### config.mk
export PLATFORM = sky130hd
export DESIGN_NAME = intel_hex_record_writer
export DESIGN_NICKNAME = d
export VERILOG_FILES = /design/src/sv/ihexw_pkg.sv /design/src/sv/intel_hex_record_writer.sv /design/src/sv/ihexw_front.sv /design/src/sv/ihexw_queue.sv /design/src/sv/ihexw_back.sv
export SDC_FILE = /design/constraint.sdc
export NUM_CORES = 1
export LEC_CHECK = 0
export BUFFER_PORTS_ARGS = -buffer_cell sky130_fd_sc_hd__buf_2
export CAP_MARGIN = 0
export CORE_AREA = 2 2 229 231
export CTS_CLUSTER_DIAMETER = 100
export CTS_CLUSTER_SIZE = 24
export DETAILED_ROUTE_END_ITERATION = 10
export DIE_AREA = 0 0 231 233
export GPL_ROUTABILITY_DRIVEN = 0
export PLACE_DENSITY = 0.55
export SETUP_SLACK_MARGIN = 0.02
export SKIP_CTS_REPAIR_TIMING = 1
export SLEW_MARGIN = 20
export SYNTH_ARGS = -nofsm -noshare
export SYNTH_HDL_FRONTEND = slang
export SYNTH_HIERARCHICAL = 1
export SYNTH_SLANG_ARGS = --single-unit
export TNS_END_PERCENT = 10
### constraint.sdc
create_clock -name clk -period 10.5 [get_ports clk]
set_clock_uncertainty 0.15 [all_clocks]
set_input_delay 1.575 -clock clk [delete_from_list [all_inputs] [get_ports clk]]
set_output_delay 1.575 -clock clk [all_outputs]
set_load 0.05 [all_outputs]
### src/sv/ihexw_pkg.sv
// Shared types, constants and helpers for the Intel HEX record writer.
// No dependencies; imported by every module of the block.
`default_nettype none

package ihexw_pkg;

	localparam int ADDR_BITS = 32;
	localparam logic [32:0] ADDR_MASK_W = (33'd1 << ADDR_BITS) - 33'd1;
	localparam logic [31:0] ADDR_MASK = ADDR_MASK_W[31:0];

	localparam logic [7:0] RECLEN_RESET = 8'h20;
	localparam logic [7:0] ADDR_REC_LEN = 8'h02;
	localparam logic [7:0] TYPE_ELA = 8'h04;
	localparam logic [15:0] LO16_LAST = 16'hFFFF;

	localparam logic [7:0] CH_COLON = 8'h3A;
	localparam logic [7:0] CH_NL = 8'h0A;

	localparam int QDEPTH = 4;
	localparam int QPTR_W = $clog2(QDEPTH);
	localparam int QCNT_W = $clog2(QDEPTH + 1);

	typedef struct packed {
		logic [7:0] data_byte;
		logic [31:0] byte_address;
		logic [31:0] bytes_left;
		logic segment_start;
		logic file_end;
	} in_item_t;

	typedef struct packed {
		logic [7:0] text_char;
		logic last_char;
	} out_item_t;

	// One classified item: which parts of text it causes and their bytes.
	typedef struct packed {
		logic do_addr;
		logic [7:0] addr_hi;
		logic [7:0] addr_mid;
		logic [7:0] addr_sum;
		logic do_open;
		logic [7:0] rec_len;
		logic [7:0] lo_hi;
		logic [7:0] lo_lo;
		logic [7:0] data;
		logic do_close;
		logic [7:0] close_sum;
		logic do_eof;
	} job_t;

	typedef struct packed {
		logic full;
		logic empty;
		logic [QCNT_W-1:0] count;
	} q_stat_t;

	function automatic logic [7:0] hex_digit(input logic [3:0] v);
		if (v < 4'd10)
			return 8'h30 + {4'd0, v};
		else
			return 8'h37 + {4'd0, v};
	endfunction

endpackage

`default_nettype wire

### src/sv/intel_hex_record_writer.sv
// Top level of the Intel HEX record writer: front, job queue and back part.
// Depends on ihexw_pkg, ihexw_front, ihexw_queue and ihexw_back.
//
// Each input item is one data byte with its address, the bytes left in its
// segment and segment-start and file-end flags; the block returns the Intel
// HEX text that the byte causes, one ASCII character per output item, with
// last_char set on the final character for that byte. The output delivers one
// character per cycle while out_stall is low. An item causes 2 characters
// inside a record, 5 when it closes a record, 9 more when it opens one, 16 more
// for an extended linear address record and 12 more for the end-of-file
// record, from 2 up to 42. The input is taken every cycle while the four-entry
// job queue has room, so short bursts are absorbed and the sustained rate is
// set by the character output. record_length may be written only while the
// block is idle; a value of 0 acts as 1.
`default_nettype none

module intel_hex_record_writer
	import ihexw_pkg::*;
(
	input wire logic clk,
	input wire logic arst_n,
	input wire logic in_valid,
	output logic in_stall,
	input wire in_item_t in_item,
	output logic out_valid,
	input wire logic out_stall,
	output out_item_t out_item,
	input wire logic cfg_we,
	input wire logic [7:0] cfg_wdata
);

	logic push, pop;
	job_t wr_job, rd_job;
	q_stat_t q_stat;

	ihexw_front u_front (
		.clk(clk),
		.arst_n(arst_n),
		.in_valid(in_valid),
		.in_item(in_item),
		.in_stall(in_stall),
		.cfg_we(cfg_we),
		.cfg_wdata(cfg_wdata),
		.q_full(q_stat.full),
		.push(push),
		.job(wr_job)
	);

	ihexw_queue u_queue (
		.clk(clk),
		.arst_n(arst_n),
		.push(push),
		.wr_job(wr_job),
		.pop(pop),
		.rd_job(rd_job),
		.stat(q_stat)
	);

	ihexw_back u_back (
		.clk(clk),
		.arst_n(arst_n),
		.job(rd_job),
		.q_stat(q_stat),
		.pop(pop),
		.out_valid(out_valid),
		.out_stall(out_stall),
		.out_item(out_item)
	);

`ifndef ASSERT_OFF
	// No character may appear without a job behind it.
	a_no_orphan_char: assert property (@(posedge clk) disable iff (!arst_n)
		!out_valid && q_stat.empty |=> !out_valid)
		else $error("character sent with no job queued");

	// Retiring a job always leaves its final character in the output register.
	a_pop_marks_last: assert property (@(posedge clk) disable iff (!arst_n)
		pop |=> out_valid && out_item.last_char)
		else $error("job retired without a final character");

	// An accepted item without a retirement grows the queue by one.
	a_queue_grows: assert property (@(posedge clk) disable iff (!arst_n)
		in_valid && !in_stall && !pop |=> q_stat.count == $past(q_stat.count) + 1'b1)
		else $error("queue count lost an accepted item");
`endif

endmodule

`default_nettype wire

### src/sv/ihexw_front.sv
// Front part: holds record_length and the record state, classifies each item
// into a job for the queue. Depends on ihexw_pkg.
`default_nettype none

module ihexw_front
	import ihexw_pkg::*;
(
	input wire logic clk,
	input wire logic arst_n,
	input wire logic in_valid,
	input wire in_item_t in_item,
	output logic in_stall,
	input wire logic cfg_we,
	input wire logic [7:0] cfg_wdata,
	input wire logic q_full,
	output logic push,
	output job_t job
);

	logic [7:0] rec_len_q;
	logic [7:0] bytes_q;
	logic [7:0] cur_len_q;
	logic [7:0] csum_q;
	logic need_addr_q;

	logic [31:0] addr;
	logic [15:0] lo16;
	logic [7:0] rl_eff, left_eff, len1, len;
	logic [16:0] to_bound;
	logic [7:0] b_eff, cs_eff, cl_eff, cl_new, cs_base, cs_new, b_new;
	logic na_eff, na_after, open, do_addr, do_close;

	assign in_stall = q_full;
	assign push = in_valid && !q_full;

	always_comb begin
		addr = in_item.byte_address & ADDR_MASK;
		lo16 = addr[15:0];
		rl_eff = (rec_len_q == 8'd0) ? 8'd1 : rec_len_q;
		left_eff = (in_item.bytes_left == 32'd0) ? 8'd1 : in_item.bytes_left[7:0];
		if ((in_item.bytes_left[31:8] == 24'd0) && (left_eff < rl_eff))
			len1 = left_eff;
		else
			len1 = rl_eff;
		to_bound = 17'h10000 - {1'b0, lo16};
		len = (to_bound < {9'd0, len1}) ? to_bound[7:0] : len1;

		// A segment start drops whatever record was open.
		b_eff = in_item.segment_start ? 8'd0 : bytes_q;
		cs_eff = in_item.segment_start ? 8'd0 : csum_q;
		cl_eff = in_item.segment_start ? 8'd0 : cur_len_q;
		na_eff = in_item.segment_start | need_addr_q;

		open = (b_eff == 8'd0);
		do_addr = open && na_eff;
		cl_new = open ? len : cl_eff;
		cs_base = open ? (len + lo16[15:8] + lo16[7:0]) : cs_eff;
		cs_new = cs_base + in_item.data_byte;
		b_new = b_eff + 8'd1;
		na_after = (lo16 == LO16_LAST) ? 1'b1 : (do_addr ? 1'b0 : na_eff);
		// The end of the image always closes the record, full or not.
		do_close = (b_new >= cl_new) || in_item.file_end;

		job.do_addr = do_addr;
		job.addr_hi = addr[31:24];
		job.addr_mid = addr[23:16];
		job.addr_sum = 8'd0 - (ADDR_REC_LEN + TYPE_ELA + addr[31:24] + addr[23:16]);
		job.do_open = open;
		job.rec_len = len;
		job.lo_hi = lo16[15:8];
		job.lo_lo = lo16[7:0];
		job.data = in_item.data_byte;
		job.do_close = do_close;
		job.close_sum = 8'd0 - cs_new;
		job.do_eof = in_item.file_end;
	end

	always_ff @(posedge clk or negedge arst_n) begin
		if (!arst_n) begin
			rec_len_q <= RECLEN_RESET;
			bytes_q <= 8'd0;
			cur_len_q <= 8'd0;
			csum_q <= 8'd0;
			need_addr_q <= 1'b1;
		end else begin
			if (cfg_we)
				rec_len_q <= cfg_wdata;
			if (push) begin
				if (in_item.file_end) begin
					bytes_q <= 8'd0;
					cur_len_q <= 8'd0;
					csum_q <= 8'd0;
					need_addr_q <= 1'b1;
				end else if (do_close) begin
					bytes_q <= 8'd0;
					cur_len_q <= 8'd0;
					csum_q <= 8'd0;
					need_addr_q <= na_after;
				end else begin
					bytes_q <= b_new;
					cur_len_q <= cl_new;
					csum_q <= cs_new;
					need_addr_q <= na_after;
				end
			end
		end
	end

endmodule

`default_nettype wire

### src/sv/ihexw_queue.sv
// Short job queue between the front and back parts.
// Depends on ihexw_pkg for the job type and depth.
`default_nettype none

module ihexw_queue
	import ihexw_pkg::*;
(
	input wire logic clk,
	input wire logic arst_n,
	input wire logic push,
	input wire job_t wr_job,
	input wire logic pop,
	output job_t rd_job,
	output q_stat_t stat
);

	job_t mem_q [QDEPTH];
	logic [QPTR_W-1:0] wr_ptr_q, rd_ptr_q;
	logic [QCNT_W-1:0] count_q;

	assign rd_job = mem_q[rd_ptr_q];
	assign stat.full = (count_q == QCNT_W'(QDEPTH));
	assign stat.empty = (count_q == '0);
	assign stat.count = count_q;

	always_ff @(posedge clk) begin
		if (push)
			mem_q[wr_ptr_q] <= wr_job;
	end

	always_ff @(posedge clk or negedge arst_n) begin
		if (!arst_n) begin
			wr_ptr_q <= '0;
			rd_ptr_q <= '0;
			count_q <= '0;
		end else begin
			if (push)
				wr_ptr_q <= wr_ptr_q + QPTR_W'(1);
			if (pop)
				rd_ptr_q <= rd_ptr_q + QPTR_W'(1);
			if (push && !pop)
				count_q <= count_q + QCNT_W'(1);
			else if (pop && !push)
				count_q <= count_q - QCNT_W'(1);
		end
	end

endmodule

`default_nettype wire

### src/sv/ihexw_back.sv
// Back part: walks the head job of the queue and sends its text one character
// per cycle when not stalled, through an output register. Depends on ihexw_pkg.
`default_nettype none

module ihexw_back
	import ihexw_pkg::*;
(
	input wire logic clk,
	input wire logic arst_n,
	input wire job_t job,
	input wire q_stat_t q_stat,
	output logic pop,
	output logic out_valid,
	input wire logic out_stall,
	output out_item_t out_item
);

	typedef enum logic [2:0] {
		P_ADDR,
		P_OPEN,
		P_DATA,
		P_CLOSE,
		P_EOF
	} phase_t;

	localparam logic [3:0] LAST_ADDR = 4'd15;
	localparam logic [3:0] LAST_OPEN = 4'd8;
	localparam logic [3:0] LAST_DATA = 4'd1;
	localparam logic [3:0] LAST_CLOSE = 4'd2;
	localparam logic [3:0] LAST_EOF = 4'd11;

	phase_t phase_q, phase, next_phase;
	logic [3:0] idx_q, last_idx;
	logic out_valid_q;
	out_item_t out_item_q;
	logic load, at_end, job_done;
	logic [7:0] ch;

	assign out_valid = out_valid_q;
	assign out_item = out_item_q;
	assign load = !q_stat.empty && (!out_valid_q || !out_stall);
	assign pop = load && job_done;

	always_comb begin
		// A fresh job starts at the first part of text that it actually has.
		phase = phase_q;
		if (phase == P_ADDR && !job.do_addr)
			phase = P_OPEN;
		if (phase == P_OPEN && !job.do_open)
			phase = P_DATA;

		ch = CH_NL;
		last_idx = LAST_DATA;
		next_phase = P_ADDR;
		job_done = 1'b0;
		unique case (phase)
			P_ADDR: begin
				last_idx = LAST_ADDR;
				next_phase = P_OPEN;
				unique case (idx_q)
					4'd0: ch = CH_COLON;
					4'd1: ch = hex_digit(ADDR_REC_LEN[7:4]);
					4'd2: ch = hex_digit(ADDR_REC_LEN[3:0]);
					4'd7: ch = hex_digit(TYPE_ELA[7:4]);
					4'd8: ch = hex_digit(TYPE_ELA[3:0]);
					4'd9: ch = hex_digit(job.addr_hi[7:4]);
					4'd10: ch = hex_digit(job.addr_hi[3:0]);
					4'd11: ch = hex_digit(job.addr_mid[7:4]);
					4'd12: ch = hex_digit(job.addr_mid[3:0]);
					4'd13: ch = hex_digit(job.addr_sum[7:4]);
					4'd14: ch = hex_digit(job.addr_sum[3:0]);
					4'd15: ch = CH_NL;
					default: ch = hex_digit(4'd0);
				endcase
			end
			P_OPEN: begin
				last_idx = LAST_OPEN;
				next_phase = P_DATA;
				unique case (idx_q)
					4'd0: ch = CH_COLON;
					4'd1: ch = hex_digit(job.rec_len[7:4]);
					4'd2: ch = hex_digit(job.rec_len[3:0]);
					4'd3: ch = hex_digit(job.lo_hi[7:4]);
					4'd4: ch = hex_digit(job.lo_hi[3:0]);
					4'd5: ch = hex_digit(job.lo_lo[7:4]);
					4'd6: ch = hex_digit(job.lo_lo[3:0]);
					default: ch = hex_digit(4'd0);
				endcase
			end
			P_DATA: begin
				last_idx = LAST_DATA;
				ch = idx_q[0] ? hex_digit(job.data[3:0]) : hex_digit(job.data[7:4]);
				if (job.do_close)
					next_phase = P_CLOSE;
				else if (job.do_eof)
					next_phase = P_EOF;
				else
					job_done = at_end;
			end
			P_CLOSE: begin
				last_idx = LAST_CLOSE;
				unique case (idx_q)
					4'd0: ch = hex_digit(job.close_sum[7:4]);
					4'd1: ch = hex_digit(job.close_sum[3:0]);
					default: ch = CH_NL;
				endcase
				if (job.do_eof)
					next_phase = P_EOF;
				else
					job_done = at_end;
			end
			P_EOF: begin
				last_idx = LAST_EOF;
				job_done = at_end;
				unique case (idx_q)
					4'd0: ch = CH_COLON;
					4'd8: ch = hex_digit(4'd1);
					4'd9, 4'd10: ch = hex_digit(4'hF);
					4'd11: ch = CH_NL;
					default: ch = hex_digit(4'd0);
				endcase
			end
			default: begin
				ch = CH_NL;
			end
		endcase
	end

	assign at_end = (idx_q == last_idx);

	always_ff @(posedge clk or negedge arst_n) begin
		if (!arst_n) begin
			phase_q <= P_ADDR;
			idx_q <= 4'd0;
			out_valid_q <= 1'b0;
			out_item_q <= '0;
		end else begin
			if (load) begin
				out_valid_q <= 1'b1;
				out_item_q.text_char <= ch;
				out_item_q.last_char <= job_done;
				if (job_done) begin
					phase_q <= P_ADDR;
					idx_q <= 4'd0;
				end else if (at_end) begin
					phase_q <= next_phase;
					idx_q <= 4'd0;
				end else begin
					phase_q <= phase;
					idx_q <= idx_q + 4'd1;
				end
			end else if (!out_stall) begin
				out_valid_q <= 1'b0;
			end
		end
	end

endmodule

`default_nettype wire
==> flow_metrics.env, run 1 <==
export IMPL_status="complete, no violations"
export IMPL_ys_flop_type="edfxtp_1"
export IMPL_power_uw=5000
export IMPL_final_cell_mix="272 x edfxtp_1, 96 x buf_2, 94 x inv_1, 89 x nand2_1, 78 x ha_1"
export IMPL_h_tree_depth=1
export IMPL_cts_tree="done"
export IMPL_dpl_cell_area_um2=18500
export IMPL_core_um2=51100
export IMPL_multiInputGateArea_um2=7170
export IMPL_drive_above_1_share_pct=16.5
export IMPL_drv_cap=0
export IMPL_numCtsBuffers=18
export IMPL_hold_class="flop to flop"
export IMPL_critical_path_class="input port to flop"
export IMPL_comb_power_share_pct=44.9
export IMPL_dr_pass1_iters=5
export IMPL_clkSlewWorstSetupHoldPaths_ns=0.09
export IMPL_hold_viol_final=0
export IMPL_p_clk_share_pct=15.2
export IMPL_synth_fp_nets=1558
export IMPL_layout_cells_non_filler=2105
export IMPL_cp_end_kind="flop"
export IMPL_switching_share_pct=40.2
export IMPL_critical_path_peak_fanout=11
export IMPL_stdcell_area_um2=19100
export IMPL_syn_inst=1382
export IMPL_viasPerCell=5.37
export IMPL_first_global_vias=11142
export IMPL_drt_iter0_drc=870
export IMPL_synth_avg_cell_area_um2=12.9
export IMPL_grt_first_pass_wirelength_um=65700
export IMPL_leakage_uw=0.00688
export IMPL_ys_seq_area_share_pct=53.7
export IMPL_post_route_min_period_ns=9.10
export IMPL_dp_hpwl_um=29700
export IMPL_ir_drop_mv=0.129
export IMPL_tns_ns=0
export IMPL_max_freq_mhz=110
export IMPL_port_buffers=96
export IMPL_routed_wl_um=42800
export IMPL_slew_violations=0
export IMPL_cp_common_cell="ha_1"
export IMPL_ys_warn_count=6
export IMPL_cell_internal_pwr_uw=2990
export IMPL_fin_nets=1589
export IMPL_rsz0062_at_grt="no"
export IMPL_ant_nets=0
export IMPL_boundaryPins=98
export IMPL_synth_cell_type_count=86
export IMPL_diodes=0
export IMPL_top_usage_layer="met2"
export IMPL_final_common_cell="edfxtp_1"
export IMPL_syn_area_um2=17800
export IMPL_post_place_cells=2073
export IMPL_worstMarginPinSlew_ns=1.01
export IMPL_required_ns=10.76
export IMPL_use_met1_pct=22.0
export IMPL_insertion_delay_ns=0.53
export IMPL_start_util_pct=34.9
export IMPL_drc=0
export IMPL_wl_per_cell_um=20.4
export IMPL_die_w_um=231
export IMPL_grtUsageMet3_pct=1.79
export IMPL_cts_num_sinks=328
export IMPL_synth_edff_count=272
export IMPL_die_area_um2=53800
export IMPL_cts_root_buf="clkbuf_16"
export IMPL_vias=11312
export IMPL_grt_max_degree=57
export IMPL_cts_buffer_depth=3
export IMPL_met2_usage_pct=26.0
export IMPL_setup_viol=0
export IMPL_period_share_pct=86.7
export IMPL_relSlewSlack_pct=32.7
export IMPL_seqCellArea_um2=9580
export IMPL_syn_to_final_growth_pct=7.18
export IMPL_startpoint_type="input port"
export IMPL_ys_async_sr_fraction_pct=17.1
export IMPL_antenna_found_initial=1
export IMPL_worstPathArrival_ns=9.37
export IMPL_whs_ns=0.340
export IMPL_share_seq_of_total_power_pct=39.9
export IMPL_rows=83
export IMPL_ys_ff_latch=328
export IMPL_slowest_delay_ns=0.69
export IMPL_powerDensity_nw_per_um2=262
export IMPL_cpMaxStageDelayCell="o211ai_1"
export IMPL_grt_overflow=0
export IMPL_die_y_um=233
export IMPL_grt_util_all_layers_pct=15.8
export IMPL_p_switching_uw=2010
export IMPL_fill_cells=4970
critical path, delay by kind of cell:
kind	cells	cell delay (ns)
compound gates	11	3.07
fa+ha+maj	6	2.05
mux	3	1.17
simple gates	5	0.85
xor+xnor	2	0.39
buf+inv	3	0.26
per-stage QoR:
stage / setup WS, ns / utilization, %
2_1_floorplan: 1.80 / -
3_3_place_gp: 1.19 / 36.3
3_5_place_dp: 0.875 / 36.3
4_1_cts: 1.44 / 37.4
5_1_grt: 0.804 / 37.4
6_report: 1.40 / 37.4
logic make-up (layout without fill, tap and decap cells):
logic type,Yosys count,count (layout),share of synthesized area [%]
xor gates and xnor gates,65,65,3.20
DFF,328,328,53.7
muxes,90,90,9.89
adders and majority gates,89,89,6.71
and+or+nand+nor,325,325,9.69
buffers and inverters,195,238,6.09
other,1,1,0.0211
AOI/OAI and AO/OA,289,289,10.7
metal layers:
layer / up-vias / routed length [um]
met4: 0 / 1050
met3: 57 / 1750
met2: 248 / 20300
li1: 5279 / -
met5: - / 0
met1: 5728 / 19700
layout make-up:
type | count | area share [%]
Multi-Input combinational cell | 859 | 37.5
Inverter | 96 | 1.89
Clock inverter | 5 | 0.242
Clock buffer | 27 | 2.65
Timing Repair Buffer | 110 | 3.07
Sequential cell | 328 | 50.2
Tap cell | 680 | 4.46
synthesized netlist by cell type (8+ instances only):
library cell	n	share of area (%)
dfrtp_1	54	7.6
a211oi_1	19	0.80
a22o_1	8	0.39
fa_1	11	1.2
xor2_1	24	1.2
clkbuf_1	25	0.53
nand2_1	89	1.9
o21bai_1	8	0.34
mux4_2	68	8.6
nand3b_1	13	0.55
nor4_1	12	0.42
o22ai_1	21	0.74
ha_1	78	5.5
nor3_1	31	0.87
buf_2	11	0.31
o21ai_0	65	1.8
edfxtp_1	272	46
buf_4	50	2.1
nor2b_1	24	0.84
xnor2_1	41	2.0
inv_1	94	2.0
nor2_1	51	1.1
mux2i_1	17	0.96
nor3b_1	12	0.51
nand4_1	11	0.39
a21oi_1	71	2.0
a21o_1	12	0.51
a31oi_1	13	0.46
o31ai_1	14	0.59
nand3_1	25	0.70
state kept, by name (all words and copies together), names as in the netlist, 3 cells and up:
name	cells
u_queue/mem_q	272
u_back/idx_q	4
u_front/cur_len_q	8
u_queue/count_q	3
u_back/phase_q	3
u_front/bytes_q	8
u_front/rec_len_q	8
u_front/csum_q	8
u_back/out_item	8
power by group through the flow:
stage / registers (uW) / logic [uW] / clock network (uW)
6_report: 2000 / 2250 / 760
5_1_grt: 2040 / 2470 / 840
4_1_cts: 2000 / 2250 / 797
3_5_place_dp: 2030 / 2240 / 0
3_3_place_gp: 2020 / 2210 / 0
2_1_floorplan: 1970 / 1750 / 0
path summary, 6_finish.rpt:
check / from / end / slack [ns] / cells after the start
max: in_item[8] / u_front/csum_q[7] / 1.40 / 30
min: u_front/csum_q[0] / u_front/csum_q[0] / 0.34 / 2
max reg2reg: u_front/rec_len_q[5] / u_front/csum_q[7] / 1.90 / 30
min reg2reg: u_front/csum_q[0] / u_front/csum_q[0] / 0.34 / 2
max in group asynchronous: arst_n / u_queue/rd_ptr_q[0] / 8.48 / 2
min in group asynchronous: arst_n / u_back/out_item[1] / 1.08 / 2
(Power assumes the default switching activity.)
==> run 2, diff against run 1 <==
==> constraint.sdc (replaced) <==
create_clock -name clk -period 11.6 [get_ports clk]
set_clock_uncertainty 0.15 [all_clocks]
set_input_delay 1.74 -clock clk [delete_from_list [all_inputs] [get_ports clk]]
set_output_delay 1.74 -clock clk [all_outputs]
set_load 0.05 [all_outputs]
==> flow_metrics.env, run 2 (synthesis results as in run 1) <==
export IMPL_status="complete, no violations"
export IMPL_leakage_uw=0.00688
export IMPL_final_common_cell="edfxtp_1"
export IMPL_cpMaxStageDelayCell="o211ai_1"
export IMPL_grt_util_all_layers_pct=16.1
export IMPL_p_switching_uw=1840
export IMPL_dr_pass1_iters=6
export IMPL_period_share_pct=79.8
export IMPL_max_freq_mhz=108
export IMPL_drc=0
export IMPL_syn_to_final_growth_pct=7.09
export IMPL_powerDensity_nw_per_um2=239
export IMPL_p_clk_share_pct=15.5
export IMPL_rsz0062_at_grt="no"
export IMPL_cp_end_kind="flop"
export IMPL_numCtsBuffers=18
export IMPL_largest_register_ffs=272
export IMPL_reg2reg_slack_ns=3.05
export IMPL_required_ns=11.88
export IMPL_diodes=0
export IMPL_tns_ns=0
export IMPL_cts_tree="done"
export IMPL_fin_util_pct=37.3
export IMPL_core_um2=51100
export IMPL_die_y_um=233
export IMPL_h_tree_depth=1
export IMPL_antenna_found_initial=1
export IMPL_ant_nets=0
export IMPL_drv_cap=0
export IMPL_setup_viol=0
export IMPL_grt_first_pass_wirelength_um=66800
export IMPL_wl_per_cell_um=20.6
export IMPL_use_met1_pct=22.5
export IMPL_worstMarginPinSlew_ns=0.983
export IMPL_drt_iter0_drc=989
export IMPL_seqCellArea_um2=9580
export IMPL_largest_register="u_queue/mem_q"
export IMPL_first_global_vias=11257
export IMPL_switching_share_pct=40.4
export IMPL_whs_ns=0.341
export IMPL_insertion_delay_ns=0.54
export IMPL_cts_num_sinks=328
export IMPL_hold_class="flop to flop"
export IMPL_grt_max_degree=57
export IMPL_dp_hpwl_um=29700
export IMPL_die_w_um=231
export IMPL_met2_usage_pct=26.6
export IMPL_drive_above_1_share_pct=16.3
export IMPL_fill_cells=4935
export IMPL_ir_drop_mv=0.126
export IMPL_fin_nets=1587
export IMPL_grt_overflow=0
export IMPL_vias=11339
export IMPL_share_seq_of_total_power_pct=39.7
export IMPL_grtUsageMet3_pct=1.65
export IMPL_comb_power_share_pct=44.7
export IMPL_worstPathArrival_ns=9.54
export IMPL_rows=83
export IMPL_slowest_delay_ns=0.70
export IMPL_start_util_pct=34.9
export IMPL_cts_root_buf="clkbuf_16"
export IMPL_routed_wl_um=43300
export IMPL_relSlewSlack_pct=34.3
export IMPL_multiInputGateArea_um2=7170
export IMPL_cts_buffer_depth=3
export IMPL_critical_path_class="input port to flop"
export IMPL_clkSlewWorstSetupHoldPaths_ns=0.10
export IMPL_startpoint_type="input port"
export IMPL_port_buffers=96
export IMPL_cell_internal_pwr_uw=2710
export IMPL_top_usage_layer="met2"
export IMPL_boundaryPins=98
export IMPL_post_route_min_period_ns=9.26
export IMPL_slew_violations=0
export IMPL_final_cell_mix="272 x edfxtp_1, 96 x buf_2, 94 x inv_1, 89 x nand2_1, 78 x ha_1"
export IMPL_hold_viol_final=0
export IMPL_die_area_um2=53800
export IMPL_viasPerCell=5.39
export IMPL_critical_path_peak_fanout=11
## run 2: cell types whose count changed in the layout (fill, tap and decap cells not counted)
cell        change
clkbuf_1        +1
buf_4           -2
clkinv_4        -1
inv_8           +1
clkinvlp_4      -1
## run 2: critical path, delay by kind of cell
kind	cells	cell delay, ns
fa+ha+maj	5	1.84
buf+inv	1	0.12
mux	3	1.29
simple gates	6	0.95
xor+xnor	2	0.48
compound gates	13	3.10
## run 2: through the flow
step	instances	total power, uW	worst slack [ns]	instance area, um2
after global placement	2071	3820	2.16	18500
after floorplan	1382	3360	2.74	17800
after detailed placement	2071	3870	1.82	18500
after global routing	2103	4860	1.69	19100
after CTS	2103	4580	2.37	19100
final	2103	4550	2.34	19100
## run 2: metal layers
metal / wire length, um / part of all wire, % / vias up
met2: 20600 / 48 / 267
met1: 20100 / 47 / 5743
met5: 11 / 0.025 / -
li1: - / - / 5266
met4: 896 / 2.1 / 2
met3: 1590 / 3.7 / 61
## run 2: cell type report
type	count	area share (%)
clock inverter	4	0.216
multi-input combinational	859	37.6
inverter	96	1.89
tap	680	4.46
timing repair buffer	108	2.99
sequential	328	50.2
clock buffer	28	2.67
## run 2: power groups by stage
stage                     Sequential (uW)  Clock (uW)  Combinational (uW)
after floorplan                      1780           0                1580
after global placement               1830           0                2000
after detailed placement             1840           0                2030
after CTS                            1810         732                2040
after global routing                 1840         770                2240
final                                1810         707                2040
## run 2: worst paths after layout
kind | startpoint | end | cells after the start
max in group asynchronous | arst_n | u_queue/rd_ptr_q[0] | 2
worst max-delay path | in_item[8] | u_front/csum_q[7] | 30
worst min-delay path | u_front/csum_q[1] | u_front/csum_q[1] | 2
worst min register to register | u_front/csum_q[1] | u_front/csum_q[1] | 2
worst max register to register | u_front/rec_len_q[5] | u_front/csum_q[7] | 30
min in group asynchronous | arst_n | u_back/out_item[2] | 2
